`src/hxu8c_pkg.sv`:
```
package hxu8c_pkg;

    // Field widths fixed by the stream format
    localparam int BYTE_W     = 8;
    localparam int LEN_W      = 3;
    localparam int CFG_DATA_W = 11;
    localparam int COL_OUT_W  = 10;
    localparam int OFF_OUT_W  = 32;

    // Byte class codes
    typedef logic [2:0] t_cls;
    localparam t_cls CLS_PLAIN   = 3'd0;
    localparam t_cls CLS_NULL    = 3'd1;
    localparam t_cls CLS_CONTROL = 3'd2;
    localparam t_cls CLS_VALID   = 3'd3;
    localparam t_cls CLS_INVALID = 3'd4;

    // Byte values of interest
    localparam logic [7:0] BYTE_NUL       = 8'h00;
    localparam logic [7:0] BYTE_CTRL_END  = 8'h20;
    localparam logic [7:0] BYTE_ASCII_MAX = 8'h7F;
    localparam logic [7:0] BYTE_LEAD2     = 8'hC2;
    localparam logic [7:0] BYTE_LEAD3     = 8'hE0;
    localparam logic [7:0] BYTE_LEAD4     = 8'hF0;
    localparam logic [7:0] BYTE_LEAD5     = 8'hF8;
    localparam logic [7:0] BYTE_LEAD6     = 8'hFC;
    localparam logic [7:0] BYTE_LEAD7     = 8'hFE;
    localparam logic [7:0] BYTE_ALL_ONES  = 8'hFF;
    localparam logic [7:0] CONT_MASK      = 8'hC0;
    localparam logic [7:0] CONT_TAG       = 8'h80;
    localparam logic [7:0] BYTE_NEWLINE   = 8'h0A;

    // Configuration register indexes
    typedef logic [1:0] t_cfg_idx;
    localparam t_cfg_idx CFG_HIGHLIGHT  = 2'd0;
    localparam t_cfg_idx CFG_BREAK_NL   = 2'd1;
    localparam t_cfg_idx CFG_LINE_BYTES = 2'd2;

    // Source of an emitted result
    typedef logic [1:0] t_src;
    localparam t_src SRC_PEND = 2'd0;
    localparam t_src SRC_BYTE = 2'd1;
    localparam t_src SRC_MARK = 2'd2;

    // Controller to datapath
    typedef struct packed {
        logic load;          // latch the incoming byte
        logic emit;          // write the result register
        t_src src;           // pending slot, latched byte or line-close marker
        t_cls cls;           // class for pending and completed bytes
        logic cls_from_byte; // classify latched byte as a fresh byte
        logic last;          // final result of this input word
        logic clear_pend;    // drop the sequence buffer
        logic store;         // append latched byte to the sequence buffer
    } t_dp_cmd;

    // Datapath to controller
    typedef struct packed {
        logic in_eos;     // incoming word is end of stream
        logic pend_any;   // sequence buffer not empty
        logic in_cont;    // incoming byte is 10xxxxxx
        logic seq_done;   // one more continuation completes the sequence
        logic new_store;  // incoming byte would open a sequence
        logic flush_last; // flush index at last buffered byte
        logic out_free;   // result register can take a word
    } t_dp_status;

    // Expected sequence length from a lead byte, 0 when not a lead
    function automatic logic [LEN_W-1:0] lead_length(input logic [7:0] b);
        logic [LEN_W-1:0] len;
        if (b < BYTE_LEAD2)         len = 3'd0;
        else if (b < BYTE_LEAD3)    len = 3'd2;
        else if (b < BYTE_LEAD4)    len = 3'd3;
        else if (b < BYTE_LEAD5)    len = 3'd4;
        else if (b < BYTE_LEAD6)    len = 3'd5;
        else if (b < BYTE_LEAD7)    len = 3'd6;
        else if (b < BYTE_ALL_ONES) len = 3'd7;
        else                        len = 3'd0;
        return len;
    endfunction

    // Class of a fresh byte that is emitted on its own
    function automatic t_cls byte_class_new(input logic [7:0] b, input logic hl);
        t_cls c;
        if (b == BYTE_NUL)                   c = CLS_NULL;
        else if (hl && b < BYTE_CTRL_END)    c = CLS_CONTROL;
        else if (hl && b > BYTE_ASCII_MAX)   c = CLS_INVALID;
        else                                 c = CLS_PLAIN;
        return c;
    endfunction

endpackage

```
`src/hxu8c_ctrl.sv`:
```
module hxu8c_ctrl #(
    parameter int MAX_SEQUENCE = 7
) (
    input  logic                     i_clk,
    input  logic                     i_rst_n,
    input  logic                     i_in_valid,
    output logic                     o_in_ready,
    input  hxu8c_pkg::t_dp_status    i_status,
    output hxu8c_pkg::t_dp_cmd       o_cmd,
    output logic [$clog2(MAX_SEQUENCE-1)-1:0] o_idx
);
    import hxu8c_pkg::*;

    localparam int PEND_DEPTH = MAX_SEQUENCE - 1;
    localparam int IDX_W      = $clog2(PEND_DEPTH);

    // Controller states
    localparam logic [1:0] S_IDLE  = 2'd0;
    localparam logic [1:0] S_FLUSH = 2'd1;
    localparam logic [1:0] S_TAIL  = 2'd2;

    // Action after the flush
    localparam logic [1:0] TK_EMIT_NEW   = 2'd0;
    localparam logic [1:0] TK_EMIT_VALID = 2'd1;
    localparam logic [1:0] TK_STORE      = 2'd2;
    localparam logic [1:0] TK_MARK       = 2'd3;

    logic [1:0]       r_state, n_state;
    logic [1:0]       r_tail,  n_tail;
    t_cls             r_fcls,  n_fcls;
    logic [IDX_W-1:0] r_idx,   n_idx;
    t_dp_cmd          w_cmd;

    // Next state and commands
    always_comb begin
        n_state = r_state;
        n_tail  = r_tail;
        n_fcls  = r_fcls;
        n_idx   = r_idx;
        w_cmd   = '0;
        unique case (r_state)
            S_IDLE: begin
                if (i_in_valid) begin
                    w_cmd.load = 1'b1;
                    n_idx      = '0;
                    if (i_status.in_eos) begin
                        n_fcls  = CLS_INVALID;
                        n_tail  = TK_MARK;
                        n_state = i_status.pend_any ? S_FLUSH : S_TAIL;
                    end else if (i_status.pend_any && i_status.in_cont) begin
                        if (i_status.seq_done) begin
                            n_fcls  = CLS_VALID;
                            n_tail  = TK_EMIT_VALID;
                            n_state = S_FLUSH;
                        end else begin
                            n_tail  = TK_STORE;
                            n_state = S_TAIL;
                        end
                    end else begin
                        n_fcls  = CLS_INVALID;
                        n_tail  = i_status.new_store ? TK_STORE : TK_EMIT_NEW;
                        n_state = i_status.pend_any ? S_FLUSH : S_TAIL;
                    end
                end
            end
            S_FLUSH: begin
                if (i_status.out_free) begin
                    w_cmd.emit = 1'b1;
                    w_cmd.src  = SRC_PEND;
                    w_cmd.cls  = r_fcls;
                    w_cmd.last = i_status.flush_last && (r_tail == TK_STORE);
                    if (i_status.flush_last) begin
                        w_cmd.clear_pend = 1'b1;
                        n_state          = S_TAIL;
                    end else begin
                        n_idx = r_idx + IDX_W'(1);
                    end
                end
            end
            S_TAIL: begin
                unique case (r_tail)
                    TK_STORE: begin
                        w_cmd.store = 1'b1;
                        n_state     = S_IDLE;
                    end
                    TK_MARK: begin
                        if (i_status.out_free) begin
                            w_cmd.emit = 1'b1;
                            w_cmd.src  = SRC_MARK;
                            w_cmd.cls  = CLS_PLAIN;
                            w_cmd.last = 1'b1;
                            n_state    = S_IDLE;
                        end
                    end
                    TK_EMIT_VALID: begin
                        if (i_status.out_free) begin
                            w_cmd.emit = 1'b1;
                            w_cmd.src  = SRC_BYTE;
                            w_cmd.cls  = CLS_VALID;
                            w_cmd.last = 1'b1;
                            n_state    = S_IDLE;
                        end
                    end
                    default: begin
                        if (i_status.out_free) begin
                            w_cmd.emit          = 1'b1;
                            w_cmd.src           = SRC_BYTE;
                            w_cmd.cls_from_byte = 1'b1;
                            w_cmd.last          = 1'b1;
                            n_state             = S_IDLE;
                        end
                    end
                endcase
            end
            default: n_state = S_IDLE;
        endcase
    end

    // State registers
    always_ff @(posedge i_clk) begin
        if (!i_rst_n) begin
            r_state <= S_IDLE;
            r_tail  <= TK_EMIT_NEW;
            r_fcls  <= CLS_PLAIN;
            r_idx   <= '0;
        end else begin
            r_state <= n_state;
            r_tail  <= n_tail;
            r_fcls  <= n_fcls;
            r_idx   <= n_idx;
        end
    end

    assign o_in_ready = (r_state == S_IDLE);
    assign o_cmd      = w_cmd;
    assign o_idx      = r_idx;

endmodule

```
`src/hxu8c_dp.sv`:
```
module hxu8c_dp #(
    parameter int MAX_SEQUENCE   = 7,
    parameter int MAX_LINE_BYTES = 1024,
    parameter int OFFSET_BITS    = 32
) (
    input  logic                     i_clk,
    input  logic                     i_rst_n,
    // configuration writes
    input  logic                     i_cfg_we,
    input  hxu8c_pkg::t_cfg_idx      i_cfg_index,
    input  logic [hxu8c_pkg::CFG_DATA_W-1:0] i_cfg_data,
    // incoming word
    input  logic [7:0]               i_in_byte,
    input  logic                     i_in_eos,
    // controller link
    input  hxu8c_pkg::t_dp_cmd       i_cmd,
    input  logic [$clog2(MAX_SEQUENCE-1)-1:0] i_idx,
    output hxu8c_pkg::t_dp_status    o_status,
    // result register
    input  logic                     i_out_ready,
    output logic                     o_out_valid,
    output logic [7:0]               o_out_byte,
    output logic                     o_out_has_byte,
    output hxu8c_pkg::t_cls          o_out_class,
    output logic [hxu8c_pkg::OFF_OUT_W-1:0] o_out_offset,
    output logic [hxu8c_pkg::COL_OUT_W-1:0] o_out_column,
    output logic                     o_out_line_start,
    output logic                     o_out_line_end,
    output logic                     o_out_last
);
    import hxu8c_pkg::*;

    localparam int PEND_DEPTH = MAX_SEQUENCE - 1;
    localparam int IDX_W      = $clog2(PEND_DEPTH);
    localparam int CNT_W      = $clog2(PEND_DEPTH + 1);
    localparam int COL_W      = $clog2(MAX_LINE_BYTES);
    localparam int BPL_W      = $clog2(MAX_LINE_BYTES + 1);
    localparam int BPL_RESET  = (MAX_LINE_BYTES < 16) ? MAX_LINE_BYTES : 16;

    // Configuration
    logic             r_hl;
    logic             r_bon;
    logic [BPL_W-1:0] r_bpl;

    // Sequence buffer and position
    logic [7:0]             r_pend [PEND_DEPTH];
    logic [CNT_W-1:0]       r_cnt;
    logic [LEN_W-1:0]       r_exp;
    logic [OFFSET_BITS-1:0] r_off;
    logic [COL_W-1:0]       r_col;
    logic [7:0]             r_in_byte;

    // Result register
    logic                 r_out_valid;
    logic [7:0]           r_out_byte;
    logic                 r_out_has;
    t_cls                 r_out_cls;
    logic [OFF_OUT_W-1:0] r_out_off;
    logic [COL_OUT_W-1:0] r_out_col;
    logic                 r_out_ls;
    logic                 r_out_le;
    logic                 r_out_last;

    logic [CFG_DATA_W-1:0] w_bpl_sat;
    logic [LEN_W-1:0]      w_in_len;
    logic                  w_out_free;
    logic [7:0]            w_byte;
    t_cls                  w_cls;
    logic [BPL_W-1:0]      w_col_inc;
    logic                  w_le;
    logic                  w_ls;
    logic [63:0]           w_off_ext;

    // Line length saturates to the legal range
    always_comb begin
        if (i_cfg_data < CFG_DATA_W'(2))
            w_bpl_sat = CFG_DATA_W'(2);
        else if (i_cfg_data > CFG_DATA_W'(MAX_LINE_BYTES))
            w_bpl_sat = CFG_DATA_W'(MAX_LINE_BYTES);
        else
            w_bpl_sat = i_cfg_data;
    end

    always_ff @(posedge i_clk) begin
        if (!i_rst_n) begin
            r_hl  <= 1'b0;
            r_bon <= 1'b0;
            r_bpl <= BPL_W'(BPL_RESET);
        end else if (i_cfg_we) begin
            unique case (i_cfg_index)
                CFG_HIGHLIGHT:  r_hl  <= i_cfg_data[0];
                CFG_BREAK_NL:   r_bon <= i_cfg_data[0];
                CFG_LINE_BYTES: r_bpl <= BPL_W'(w_bpl_sat);
                default: ;
            endcase
        end
    end

    // Status toward the controller
    assign w_in_len   = lead_length(i_in_byte);
    assign w_out_free = !r_out_valid || i_out_ready;

    always_comb begin
        o_status            = '0;
        o_status.in_eos     = i_in_eos;
        o_status.pend_any   = (r_cnt != '0);
        o_status.in_cont    = ((i_in_byte & CONT_MASK) == CONT_TAG);
        o_status.seq_done   = ((4'(r_cnt) + 4'd1) >= 4'(r_exp))
                              || (r_cnt >= CNT_W'(PEND_DEPTH));
        o_status.new_store  = r_hl && (i_in_byte > BYTE_ASCII_MAX)
                              && (w_in_len != '0)
                              && (w_in_len <= LEN_W'(MAX_SEQUENCE));
        o_status.flush_last = (i_idx == IDX_W'(r_cnt - CNT_W'(1)));
        o_status.out_free   = w_out_free;
    end

    // Byte and class of the result being formed
    always_comb begin
        case (i_cmd.src)
            SRC_PEND: w_byte = r_pend[i_idx];
            SRC_BYTE: w_byte = r_in_byte;
            default:  w_byte = BYTE_NUL;
        endcase
        if (i_cmd.src == SRC_MARK)
            w_cls = CLS_PLAIN;
        else if (i_cmd.cls_from_byte)
            w_cls = byte_class_new(r_in_byte, r_hl);
        else
            w_cls = i_cmd.cls;
    end

    // Line flags
    assign w_col_inc = BPL_W'(r_col) + BPL_W'(1);
    always_comb begin
        if (i_cmd.src == SRC_MARK) begin
            w_ls = 1'b0;
            w_le = (r_col != '0);
        end else begin
            w_ls = (r_col == '0);
            w_le = (w_col_inc >= r_bpl) || (r_bon && (w_byte == BYTE_NEWLINE));
        end
    end

    assign w_off_ext = 64'(r_off);

    // Input latch and sequence buffer contents
    always_ff @(posedge i_clk) begin
        if (i_cmd.load)
            r_in_byte <= i_in_byte;
        if (i_cmd.store)
            r_pend[r_cnt[IDX_W-1:0]] <= r_in_byte;
    end

    // Sequence fill and length
    always_ff @(posedge i_clk) begin
        if (!i_rst_n) begin
            r_cnt <= '0;
            r_exp <= '0;
        end else if (i_cmd.clear_pend) begin
            r_cnt <= '0;
            r_exp <= '0;
        end else if (i_cmd.store) begin
            r_cnt <= r_cnt + CNT_W'(1);
            if (r_cnt == '0)
                r_exp <= lead_length(r_in_byte);
        end
    end

    // Offset and column advance on every emitted byte; the line-close marker only resets the column
    always_ff @(posedge i_clk) begin
        if (!i_rst_n) begin
            r_off <= '0;
            r_col <= '0;
        end else if (i_cmd.emit) begin
            if (i_cmd.src == SRC_MARK) begin
                r_col <= '0;
            end else begin
                r_off <= r_off + OFFSET_BITS'(1);
                r_col <= w_le ? '0 : w_col_inc[COL_W-1:0];
            end
        end
    end

    // Result register
    always_ff @(posedge i_clk) begin
        if (!i_rst_n) begin
            r_out_valid <= 1'b0;
        end else if (i_cmd.emit) begin
            r_out_valid <= 1'b1;
        end else if (i_out_ready) begin
            r_out_valid <= 1'b0;
        end
    end

    always_ff @(posedge i_clk) begin
        if (i_cmd.emit) begin
            r_out_byte <= w_byte;
            r_out_has  <= (i_cmd.src != SRC_MARK);
            r_out_cls  <= w_cls;
            r_out_off  <= w_off_ext[OFF_OUT_W-1:0];
            r_out_col  <= COL_OUT_W'(r_col);
            r_out_ls   <= w_ls;
            r_out_le   <= w_le;
            r_out_last <= i_cmd.last;
        end
    end

    assign o_out_valid      = r_out_valid;
    assign o_out_byte       = r_out_byte;
    assign o_out_has_byte   = r_out_has;
    assign o_out_class      = r_out_cls;
    assign o_out_offset     = r_out_off;
    assign o_out_column     = r_out_col;
    assign o_out_line_start = r_out_ls;
    assign o_out_line_end   = r_out_le;
    assign o_out_last       = r_out_last;

endmodule

```
`src/hexdump_utf8_byte_classifier_unit.sv`:
```
// Channel   Dir  Handshake                      Payload
// s_axis    in   s_axis_tvalid/s_axis_tready    tdata: data_byte; tlast: end_of_stream
// m_axis    out  m_axis_tvalid/m_axis_tready    tdata: byte, offset, column, line flags;
//                                               tuser: has_byte, byte_class; tlast: last
// cfg       in   i_cfg_valid/o_cfg_ready        i_cfg_index, i_cfg_data
//
// An input word is accepted, then each buffered byte is flushed
// (0 .. MAX_SEQUENCE-1 of them), then the closing action runs.
// Every result passes through the single output register, at most one word per cycle while m_axis is not stalled.
// A stall on m_axis holds the flush/close sequencer; the input stays blocked
// until the sequence for the current word is done.
// Synchronous active-low reset; configuration writes are taken every cycle.
module hexdump_utf8_byte_classifier_unit #(
    parameter int MAX_SEQUENCE   = 7,
    parameter int MAX_LINE_BYTES = 1024,
    parameter int OFFSET_BITS    = 32
) (
    input  logic        i_clk,
    input  logic        i_rst_n,
    // configuration
    input  logic        i_cfg_valid,
    output logic        o_cfg_ready,
    input  hxu8c_pkg::t_cfg_idx i_cfg_index,
    input  logic [hxu8c_pkg::CFG_DATA_W-1:0] i_cfg_data,
    // input stream
    input  logic        s_axis_tvalid,
    output logic        s_axis_tready,
    input  logic [7:0]  s_axis_tdata,  // [7:0] data_byte
    input  logic        s_axis_tlast,  // end_of_stream
    // result stream
    output logic        m_axis_tvalid,
    input  logic        m_axis_tready,
    output logic [55:0] m_axis_tdata,  // [7:0] out_byte, [39:8] byte_offset_out,
                                       // [49:40] column, [50] line_start,
                                       // [51] line_end, [55:52] zero
    output logic [3:0]  m_axis_tuser,  // [0] has_byte, [3:1] byte_class
    output logic        m_axis_tlast   // last
);
    import hxu8c_pkg::*;

    localparam int IDX_W = $clog2(MAX_SEQUENCE - 1);

    t_dp_cmd              w_cmd;
    t_dp_status           w_status;
    logic [IDX_W-1:0]     w_idx;
    logic [7:0]           w_out_byte;
    logic                 w_out_has;
    t_cls                 w_out_cls;
    logic [OFF_OUT_W-1:0] w_out_off;
    logic [COL_OUT_W-1:0] w_out_col;
    logic                 w_out_ls;
    logic                 w_out_le;

    assign o_cfg_ready = 1'b1;

    hxu8c_ctrl #(
        .MAX_SEQUENCE (MAX_SEQUENCE)
    ) u_ctrl (
        .i_clk      (i_clk),
        .i_rst_n    (i_rst_n),
        .i_in_valid (s_axis_tvalid),
        .o_in_ready (s_axis_tready),
        .i_status   (w_status),
        .o_cmd      (w_cmd),
        .o_idx      (w_idx)
    );

    hxu8c_dp #(
        .MAX_SEQUENCE   (MAX_SEQUENCE),
        .MAX_LINE_BYTES (MAX_LINE_BYTES),
        .OFFSET_BITS    (OFFSET_BITS)
    ) u_dp (
        .i_clk            (i_clk),
        .i_rst_n          (i_rst_n),
        .i_cfg_we         (i_cfg_valid),
        .i_cfg_index      (i_cfg_index),
        .i_cfg_data       (i_cfg_data),
        .i_in_byte        (s_axis_tdata),
        .i_in_eos         (s_axis_tlast),
        .i_cmd            (w_cmd),
        .i_idx            (w_idx),
        .o_status         (w_status),
        .i_out_ready      (m_axis_tready),
        .o_out_valid      (m_axis_tvalid),
        .o_out_byte       (w_out_byte),
        .o_out_has_byte   (w_out_has),
        .o_out_class      (w_out_cls),
        .o_out_offset     (w_out_off),
        .o_out_column     (w_out_col),
        .o_out_line_start (w_out_ls),
        .o_out_line_end   (w_out_le),
        .o_out_last       (m_axis_tlast)
    );

    // Pack result fields
    assign m_axis_tdata = {4'b0000, w_out_le, w_out_ls, w_out_col, w_out_off, w_out_byte};
    assign m_axis_tuser = {w_out_cls, w_out_has};

    // Never overwrite a result that has not been taken
    a_emit_free: assert property (@(posedge i_clk) disable iff (!i_rst_n)
        w_cmd.emit |-> w_status.out_free)
        else $error("result register overwritten");

    // No input is taken while results of the previous word are produced
    a_no_accept_busy: assert property (@(posedge i_clk) disable iff (!i_rst_n)
        w_cmd.emit |-> !s_axis_tready)
        else $error("input accepted during emission");

    // The line-close marker is always the final result of its word
    a_marker_last: assert property (@(posedge i_clk) disable iff (!i_rst_n)
        (m_axis_tvalid && !w_out_has) |-> m_axis_tlast)
        else $error("marker not last");

    // A line opens only at column zero
    a_start_col0: assert property (@(posedge i_clk) disable iff (!i_rst_n)
        (m_axis_tvalid && w_out_ls) |-> (w_out_col == '0))
        else $error("line start off column zero");

endmodule
```
`config.mk`:
```
export PLATFORM = sky130hd
export DESIGN_NAME = hexdump_utf8_byte_classifier_unit
export DESIGN_NICKNAME = d
export VERILOG_FILES = /design/src/hxu8c_pkg.sv /design/src/hxu8c_ctrl.sv /design/src/hxu8c_dp.sv /design/src/hexdump_utf8_byte_classifier_unit.sv
export SDC_FILE = /design/constraint.sdc
export NUM_CORES = 1
export LEC_CHECK = 0
export BUFFER_PORTS_ARGS = -buffer_cell sky130_fd_sc_hd__buf_2
export CAP_MARGIN = 25
export CELL_PAD_IN_SITES_DETAIL_PLACEMENT = 0
export CELL_PAD_IN_SITES_GLOBAL_PLACEMENT = 2
export CORE_ASPECT_RATIO = 1.1
export CORE_MARGIN = 3
export CORE_UTILIZATION = 42
export DETAILED_ROUTE_END_ITERATION = 16
export HOLD_SLACK_MARGIN = 0.06
export PLACE_DENSITY = 0.85
export SKIP_LAST_GASP = 1
export SLEW_MARGIN = 15
export SYNTH_ARGS = -nofsm -noshare
export SYNTH_HDL_FRONTEND = slang
export SYNTH_SLANG_ARGS = --single-unit
```
`constraint.sdc`:
```
create_clock -name i_clk -period 9.1 [get_ports i_clk]
set_clock_uncertainty 0.2 [all_clocks]
set_input_delay 0.91 -clock i_clk [delete_from_list [all_inputs] [get_ports i_clk]]
set_output_delay 0.91 -clock i_clk [all_outputs]
set_load 0.02 [all_outputs]
```
==> impl_metrics.csv, run 1 <==
group,metric,value,unit
outcome,status,"completed",
detailed_routing,route.detailed.drc,0,
clock_network,cts_root_buf,"clkbuf_16",
cells_and_area,regArea,4870,µm²
cells_and_area,multi_input_area,2920,µm²
setup_path,worst_setup_path_start_kind,"flop",
placed_design,gp_congestion,0.820,
clock_network,ctsHoldBuffers,0,
synth,ys.flop_type,"edfxtp_1",
detailed_routing,dr.pass1.iters,5,
floorplan,io_pins,91,
flow_run,max-cap-violations,0,
placed_design,place_inst,991,
detailed_routing,routed_wl,17500,µm
setup_path,crit_type,"reg2reg",
setup_path,endpoint_kind,"flop",
clock_network,post_cts.repair.setup_buffers,0,
cells_and_area,layout_commonest_cell,"edfxtp_1",
detailed_routing,num_vias,5538,
detailed_routing,post_drt_via_cell_ratio,5.39,
sta,min_period,3.14,ns
power_and_ir_drop,sw_frac_of_total,0.243,
synth,avgSynthCellArea,11.8,µm²
synth,ys_warn_count,0,
power_and_ir_drop,powerDensity,191,nW/µm²
synth,syn-instance-count,680,
clock_network,cts.sink_count,187,
grt,grt_pass1_wl,28100,µm
sta,tns,0,ns
sta,drv_slew,0,
cells_and_area,nets,823,
synth,synth.top_cells.by_area,"edfxtp_1 42%, dfxtp_1 18%, ha_1 3.9%",
min_path,holdPathEnd,"u_dp.r_exp[2]",
setup_path,rrSetupSlack,5.96,ns
grt,antenna_found_initial,0,
power_and_ir_drop,p_sw,0.432,mW
power_and_ir_drop,internal_power,1.34,mW
cells_and_area,drive_gt1_frac,0.175,
floorplan,die_w,138,µm
placed_design,port_buffers,85,
floorplan,core,18600,µm²
sta,max_freq,0.319,GHz
setup_path,rr_worst_depth,8,
synth,synth_seq_cells,187,
clock_network,cts_tree,"yes",
clock_network,cts_buffer_depth,2,
sta,finalSetupViolCount,0,
detailed_routing,drtIter0Drc,401,
setup_path,r2r_start,"u_ctrl.r_state[0]",
synth,async_reset_ff_frac,0,
synth,synth_cell_types,57,
floorplan,die_area,20800,µm²
power_and_ir_drop,p_clk_frac,0.386,
min_path,hold_path.class,"reg2reg",
clock_network,worstSkewPairLatency,0.42,ns
min_path,hold_start,"u_dp.r_exp[2]",
clock_network,h-tree-depth,4,
setup_path,crit_fanout,11,
clock_network,cts_resized,0,
power_and_ir_drop,p_comb_frac,0.078,
floorplan,initial_core_util,0.432,
sta,tightestPinTransition,1.01,ns
placed_design,dp_hpwl,12300,µm
sta,fin_crit_sh,0.345,
cells_and_area,layout.cells.non_filler,1027,
cells_and_area,antenna_cells,0,
sta,maxSlewHeadroom,0.319,
cells_and_area,area_delta_synth_final,15.3,%
clock_network,path_clk_slew,0.07,ns
min_path,min_delay_path_depth,2,
grt,grt-ovfl-total,0,
cells_and_area,mostFrequentLayoutCells,"113 x edfxtp_1, 88 x buf_2, 74 x dfxtp_1",
cells_and_area,fill_cells,1713,
setup_path,arrival,3.25,ns
floorplan,die_h,151,µm
power_and_ir_drop,vdd_ir_drop_max,136,µV
detailed_routing,wl_per_cell,17.0,µm
clock_network,cts_buffers,17,
floorplan,fp-row-count,52,
setup_path,required,9.21,ns
sta,grt_setup_unrepaired,"no",
synth,netlist_area,8040,µm²
synth,synth_top_area_cell,"edfxtp_1",
detailed_routing,drtAntennaViolNets,0,
grt,grt_pass1_vias,5490,
sta,finalHoldViolations,0,
setup_path,rr_endpoint,"u_dp.r_col[3]",
synth,synth.top_cell.area_share,0.422,
power_and_ir_drop,leakage,3.30,nW
synth,synth_edf_count,113,
power_and_ir_drop,p_seq_frac,0.537,
grt,grt_max_degree,51,
grt,grtUsageTotal,0.173,
synth,yosysSeqAreaShare,0.607,
state kept, by name, summed over array words and instances, names as in the netlist, 3 cells and up, named ones only:
name and flops:
u_dp.r_cnt 3, u_dp.o_out_column 10, u_dp.r_pend 48, u_dp.r_exp 3, u_dp.o_out_offset 32, u_dp.o_out_class 3
u_dp.r_col 10, u_ctrl.o_idx 3, u_dp.r_in_byte 8, u_dp.r_off 32, u_dp.o_out_byte 8, u_dp.r_bpl 11
layer usage:
layer / part of all wire / routed length [µm] / GRT usage
met1: 0.45 / 7910 / 0.233
met2: 0.48 / 8430 / 0.280
met3: 0.050 / 878 / 0.0392
met4: 0.014 / 252 / 0.0539
met5: 0 / 0 / 0
area by class of cell:
cell class,instances,share of cell area
clock buffers,21,0.0497
clock inverters,11,0.00918
inverters,35,0.0142
multi-input cells,434,0.315
flip-flops and latches,187,0.526
well taps,243,0.0328
repair buffers,96,0.0535
synthesized netlist by cell type, types with 3 or more instances:
cell type and number:
inv_1 34, a32o_1 12, nor3_1 15, a32oi_1 6
a211oi_1 5, and3_1 16, a22oi_1 13, clkbuf_1 12
xnor2_1 13, o21a_1 3, a31oi_1 5, nand2b_1 5
ha_1 25, nand3b_1 3, and4_1 3, a21oi_1 25
nor2b_1 8, or3_1 9, edfxtp_1 113, nor4_1 10
nand4_1 10, xor2_1 24, nand3_1 31, nand2_1 41
nor2_1 64, nor3b_1 3, dfxtp_1 74, buf_4 10
mux2i_1 30, and2_1 4, o31ai_1 4, o21ai_0 17
cell families after synthesis:
group                    share of synthesized area
AO/OA/AOI/OAI                               0.0881
XOR/XNOR                                    0.0433
adder cells (fa/ha/maj)                     0.0389
buffers and inverters                       0.0358
flip-flops                                   0.607
multiplexers                                0.0374
other                                     0.000935
AND/OR/NAND/NOR                              0.149
power groups by stage:
stage,sequential [mW],combinational [mW],clock (mW)
floorplan,0.984,0.0721,0
global placement,0.970,0.135,0
CTS,0.952,0.138,0.700
global route,0.955,0.151,0.735
detailed placement,0.970,0.137,0
finish,0.952,0.137,0.684
critical path: stages (launching register included):
cell and delay, ns:
dfxtp_1 0.32, inv_1 0.10, ha_1 0.34, nand2_1 0.19
or3_1 0.50, a32o_1 0.31, or2_0 0.21, or4_4 0.57
a32o_1 0.29
metrics by stage:
step | setup slack, ns | area [µm²] | total power [mW] | hold slack, ns | utilization
2_1_floorplan | 4.10 | 8050 | 1.06 | 0.225 | -
5_1_grt | 5.80 | 9270 | 1.84 | 0.299 | 0.498
6_report | 5.96 | 9270 | 1.77 | 0.264 | 0.498
3_5_place_dp | 5.69 | 8700 | 1.11 | 0.256 | 0.467
3_3_place_gp | 5.82 | 8680 | 1.10 | 0.245 | 0.467
4_1_cts | 5.97 | 9240 | 1.79 | 0.266 | 0.497
worst max-delay path by stage:
stage,start,to
2_1_floorplan,m_axis_tready,u_dp.r_col[0]
3_3_place_gp,m_axis_tready,u_dp.r_col[9]
3_5_place_dp,m_axis_tready,u_dp.r_col[3]
4_1_cts,flop,u_dp.r_col[3]
5_1_grt,flop,u_dp.r_col[0]
6_report,u_ctrl.r_state[0],u_dp.r_col[3]
No activity file was read; power rests on OpenSTA's default activity.
==> run 2: changes to the inputs <==
Settings changed: CORE_UTILIZATION 42 to 39, PLACE_DENSITY 0.85 to 0.8.
Clock period 9.1 ns to 3 ns, I/O delays scaled along.
==> run 2 against run 1 <==
Effect of this change: sequential share of layout area fell by 2.3 points; total power rose to 3.1 times the previous value; cell count increased by 5.1%; largest power group unchanged.
==> impl_metrics.csv, run 2 (synthesis gave the netlist of run 1 again) <==
group,metric,value,unit
min_path,hold_path.class,"in2reg",
cells_and_area,fill_cells,1794,
cells_and_area,final_area,9690,µm²
grt,grt_pass1_wl,29200,µm
sta,finalSetupViolCount,0,
power_and_ir_drop,leakage,3.52,nW
clock_network,cts_root_buf,"clkbuf_16",
grt,grt-ovfl-total,0,
detailed_routing,route.detailed.drc,0,
detailed_routing,dr.pass1.iters,4,
clock_network,cts_buffer_depth,2,
setup_path,crit_fanout,11,
clock_network,cts_tree,"yes",
cells_and_area,largest_register_ffs,48,
placed_design,port_buffers,85,
detailed_routing,drtAntennaViolNets,0,
detailed_routing,wl_per_cell,16.7,µm
placed_design,place_inst,1030,
sta,drv_slew,0,
grt,grt_max_degree,51,
placed_design,gp_congestion,0.837,
sta,holdWs,0.0968,ns
setup_path,rrSetupSlack,0.17,ns
power_and_ir_drop,p_total,5.50,mW
min_path,hold_start,"s_axis_tvalid",
sta,max_freq,0.354,GHz
setup_path,crit_type,"reg2reg",
clock_network,post_cts.repair.setup_buffers,0,
setup_path,rr_worst_depth,8,
sta,maxSlewHeadroom,0.491,
floorplan,fp-row-count,54,
cells_and_area,layout.cells.non_filler,1079,
cells_and_area,drive_gt1_frac,0.198,
detailed_routing,post_drt_via_cell_ratio,5.16,
cells_and_area,antenna_cells,0,
detailed_routing,routed_wl,18000,µm
clock_network,h-tree-depth,4,
flow_run,max-cap-violations,0,
grt,grtUsageTotal,0.165,
floorplan,io_pins,91,
floorplan,die_h,157,µm
cells_and_area,area_delta_synth_final,20.6,%
setup_path,endpoint_kind,"flop",
clock_network,cts_buffers,17,
min_path,holdPathEnd,"u_ctrl.r_state[1]",
outcome,status,"completed",
setup_path,worst_setup_path_start_kind,"flop",
placed_design,placed_area,8920,µm²
cells_and_area,mostFrequentLayoutCells,"113 x edfxtp_1, 85 x buf_2, 73 x dfxtp_1",
floorplan,die_area,22400,µm²
floorplan,core,20100,µm²
power_and_ir_drop,powerDensity,567,nW/µm²
cells_and_area,regArea,4880,µm²
clock_network,cts.sink_count,187,
setup_path,r2r_start,"u_ctrl.r_state[1]",
sta,min_period,2.83,ns
detailed_routing,num_vias,5569,
cells_and_area,nets,866,
clock_network,path_clk_slew,0.06,ns
detailed_routing,drtIter0Drc,261,
floorplan,die_w,143,µm
sta,tightestPinTransition,0.763,ns
sta,finalHoldViolations,0,
grt,grt_pass1_vias,5479,
sta,grt_setup_unrepaired,"no",
placed_design,dp_hpwl,12900,µm
grt,antenna_found_initial,0,
setup_path,arrival,2.93,ns
cells_and_area,layout_commonest_cell,"edfxtp_1",
cells_and_area,multi_input_area,2930,µm²
clock_network,worstSkewPairLatency,0.43,ns
setup_path,rr_endpoint,"u_dp.r_col[3]",
setup_path,required,3.11,ns
power_and_ir_drop,vdd_ir_drop_max,426,µV
sta,fin_crit_sh,0.942,
floorplan,initial_core_util,0.400,
sta,tns,0,ns
min_path,min_delay_path_depth,3,
run 2: how the worst max path moves through the flow:
stage                            startpoint       endpoint  cells after the start
after floorplan           u_ctrl.r_state[1]  u_dp.r_col[5]                     10
after global placement        u_dp.r_col[1]  u_dp.r_col[7]                     10
after detailed placement      u_dp.r_col[1]  u_dp.r_col[3]                     10
after CTS                     u_dp.r_col[1]  u_dp.r_col[6]                     10
after global routing          u_dp.r_col[2]  u_dp.r_col[6]                     10
final                     u_ctrl.r_state[1]  u_dp.r_col[3]                      8
run 2: through the flow:
stage | utilization | setup WS, ns
after floorplan | - | 0.225
after global placement | 0.444 | 0.153
after detailed placement | 0.444 | 0.0285
after CTS | 0.481 | 0.0130
after global routing | 0.483 | 0.00890
final | 0.483 | 0.174
run 2: cell type report:
cell class | instances | share of cell area
clock buffer | 20 | 0.0471
sequential | 187 | 0.503
clock inverter | 12 | 0.0116
timing repair buffer | 139 | 0.0901
multi-input combinational | 434 | 0.302
tap | 252 | 0.0325
inverter | 35 | 0.0136
run 2: what timing repair did:
action	4_1_cts	5_1_grt
hold endpoints to repair	22	0
gates resized for setup	0	7
hold buffers	17	0
endpoints found under the setup margin	0	14
run 2: layer usage:
metal  global-route usage  share of wire  up-vias
met5                    0              0        -
met4               0.0557          0.018        0
met3               0.0327          0.044       24
met2                0.266           0.48      131
met1                0.225           0.46     2649
li1                     -              -     2765
run 2: worst max-delay path, cell delays in order, from the launching register on:
cell and delay, ns:
dfxtp_1 0.36, inv_1 0.07, ha_1 0.29, nand2_1 0.07, or3_4 0.40, a32o_1 0.26
or2_0 0.20, or4_4 0.57, a32o_1 0.29
run 2: power by group:
group	switching, mW	leakage [nW]	internal [mW]
Combinational	0.314	1.65	0.173
Clock	0.949	0.269	1.20
Sequential	0.0491	1.60	2.82
==> run 3: changes to the inputs <==
Settings changed: SETUP_SLACK_MARGIN set to 0.05.
Clock period 3 ns to 3.2 ns, I/O delays scaled along.
==> run 3 against run 2 <==
Effect of this change: combinational power fell by 11%; flip-flop and latch count is the same; cell count shrank 0.83%; register-to-register slack better by 0.08 ns; die area is the same; critical endpoint is now u_dp.r_col[2]; largest cell class unchanged; highest routed layer unchanged.
==> impl_metrics.csv, run 3 (synthesis gave the netlist of run 1 again) <==
group,metric,value,unit
flow_run,max-cap-violations,0,
cells_and_area,regArea,4870,µm²
floorplan,fp-row-count,54,
clock_network,h-tree-depth,4,
power_and_ir_drop,vdd_ir_drop_max,374,µV
sta,grt_setup_unrepaired,"no",
grt,grt-ovfl-total,0,
detailed_routing,dr.pass1.iters,5,
floorplan,die_area,22400,µm²
detailed_routing,routed_wl,18300,µm
floorplan,die_w,143,µm
setup_path,worst_setup_path_start_kind,"flop",
detailed_routing,drtIter0Drc,293,
grt,grt_pass1_vias,5613,
detailed_routing,post_drt_via_cell_ratio,5.23,
setup_path,arrival,3.06,ns
cells_and_area,mostFrequentLayoutCells,"113 x edfxtp_1, 85 x buf_2, 74 x dfxtp_1",
floorplan,core,20100,µm²
clock_network,cts_root_buf,"clkbuf_16",
placed_design,place_inst,1021,
setup_path,required,3.31,ns
cells_and_area,antenna_cells,0,
outcome,status,"completed",
sta,finalHoldViolations,0,
clock_network,cts.sink_count,187,
grt,grt_max_degree,51,
sta,drv_slew,0,
clock_network,post_cts.repair.setup_buffers,0,
sta,max_freq,0.340,GHz
cells_and_area,largest_register_ffs,48,
detailed_routing,drtAntennaViolNets,0,
cells_and_area,layout_commonest_cell,"edfxtp_1",
placed_design,port_buffers,85,
sta,min_period,2.94,ns
clock_network,cts_buffers,17,
sta,tightestPinTransition,0.700,ns
floorplan,die_h,157,µm
min_path,hold_path.class,"in2reg",
setup_path,endpoint_kind,"flop",
sta,tns,0,ns
clock_network,cts_tree,"yes",
sta,maxSlewHeadroom,0.532,
power_and_ir_drop,powerDensity,535,nW/µm²
power_and_ir_drop,leakage,3.47,nW
sta,finalSetupViolCount,0,
cells_and_area,multi_input_area,2900,µm²
cells_and_area,final_core_util,0.477,
floorplan,io_pins,91,
grt,grt_pass1_wl,29300,µm
placed_design,place_ws,0.194,ns
cells_and_area,layout.cells.non_filler,1070,
clock_network,cts_buffer_depth,2,
cells_and_area,drive_gt1_frac,0.182,
placed_design,gp_congestion,0.782,
detailed_routing,route.detailed.drc,0,
setup_path,crit_type,"reg2reg",
cells_and_area,nets,857,
detailed_routing,num_vias,5596,
cells_and_area,fill_cells,1811,
grt,antenna_found_initial,0,
clock_network,path_clk_slew,0.07,ns
sta,fin_crit_sh,0.920,
floorplan,initial_core_util,0.400,
sta,setup_ws,0.257,ns
placed_design,dp_hpwl,13100,µm
setup_path,crit_fanout,11,
clock_network,worstSkewPairLatency,0.42,ns
cells_and_area,area_delta_synth_final,19.2,%
detailed_routing,wl_per_cell,17.1,µm
grt,grtUsageTotal,0.167,
-- run 3: cell types whose count changed in the layout (fill, tap and decap cells not counted), moves of 2 or more --
| cell | previous run | this run |
|---|---|---|
| clkinvlp_4 | 3 | 0 |
| clkbuf_1 | 1 | 4 |
| clkinv_1 | 3 | 1 |
| buf_4 | 37 | 28 |
-- run 3: final timing paths --
| kind | from | endpoint | slack [ns] | cells after the start |
|---|---|---|---|---|
| setup / recovery | u_ctrl.r_state[0] | u_dp.r_col[2] | 0.26 | 8 |
| hold / removal | i_cfg_index[1] | u_dp.r_hl | 0.1 | 4 |
| setup reg to reg | u_ctrl.r_state[0] | u_dp.r_col[2] | 0.26 | 8 |
| hold reg to reg | u_dp.r_exp[1] | u_dp.r_exp[1] | 0.26 | 2 |
-- run 3: layout make-up --
cell class	count	share of cell area
Clock buffer	23	0.0500
Clock inverter	9	0.00784
Tap cell	252	0.0329
Inverter	35	0.0137
Multi-Input combinational cell	434	0.302
Timing Repair Buffer	130	0.0841
Sequential cell	187	0.509
-- run 3: repair_timing --
action | CTS | global route
hold buffers | 17 | 0
setup endpoints to repair | 0 | 10
hold endpoints to repair | 19 | 0
resized for setup | 0 | 1
-- run 3: power by group --
| part | switching [mW] | internal, mW | total (mW) |
|---|---|---|---|
| Sequential | 0.0564 | 2.64 | 2.70 |
| Clock | 0.909 | 1.08 | 1.99 |
| Combinational | 0.281 | 0.153 | 0.434 |
-- run 3: routing by layer --
metal	part of all wire	track usage	routed length (µm)
met1	0.45	0.211	8210
met5	0	0	0
met2	0.49	0.283	9050
met4	0.015	0.0475	268
met3	0.043	0.0416	795
-- run 3: worst max-delay path, cell delays in order, from the launching register on --
cell and delay (ns):
dfxtp_1 0.32, inv_1 0.09, ha_1 0.29, nand2_1 0.18, or3_4 0.43, a32oi_1 0.27, nand4bb_1 0.14, or4_4 0.62
a32o_1 0.29
-- run 3: through the flow --
| step | cell area [µm²] | power [mW] | hold WS [ns] |
|---|---|---|---|
| after global routing | 9580 | 5.30 | 0.119 |
| after detailed placement | 8850 | 3.17 | 0.246 |
| after CTS | 9570 | 5.16 | 0.0894 |
| final | 9580 | 5.12 | 0.0970 |
| after global placement | 8850 | 3.16 | 0.243 |
| after floorplan | 8050 | 3.00 | 0.219 |
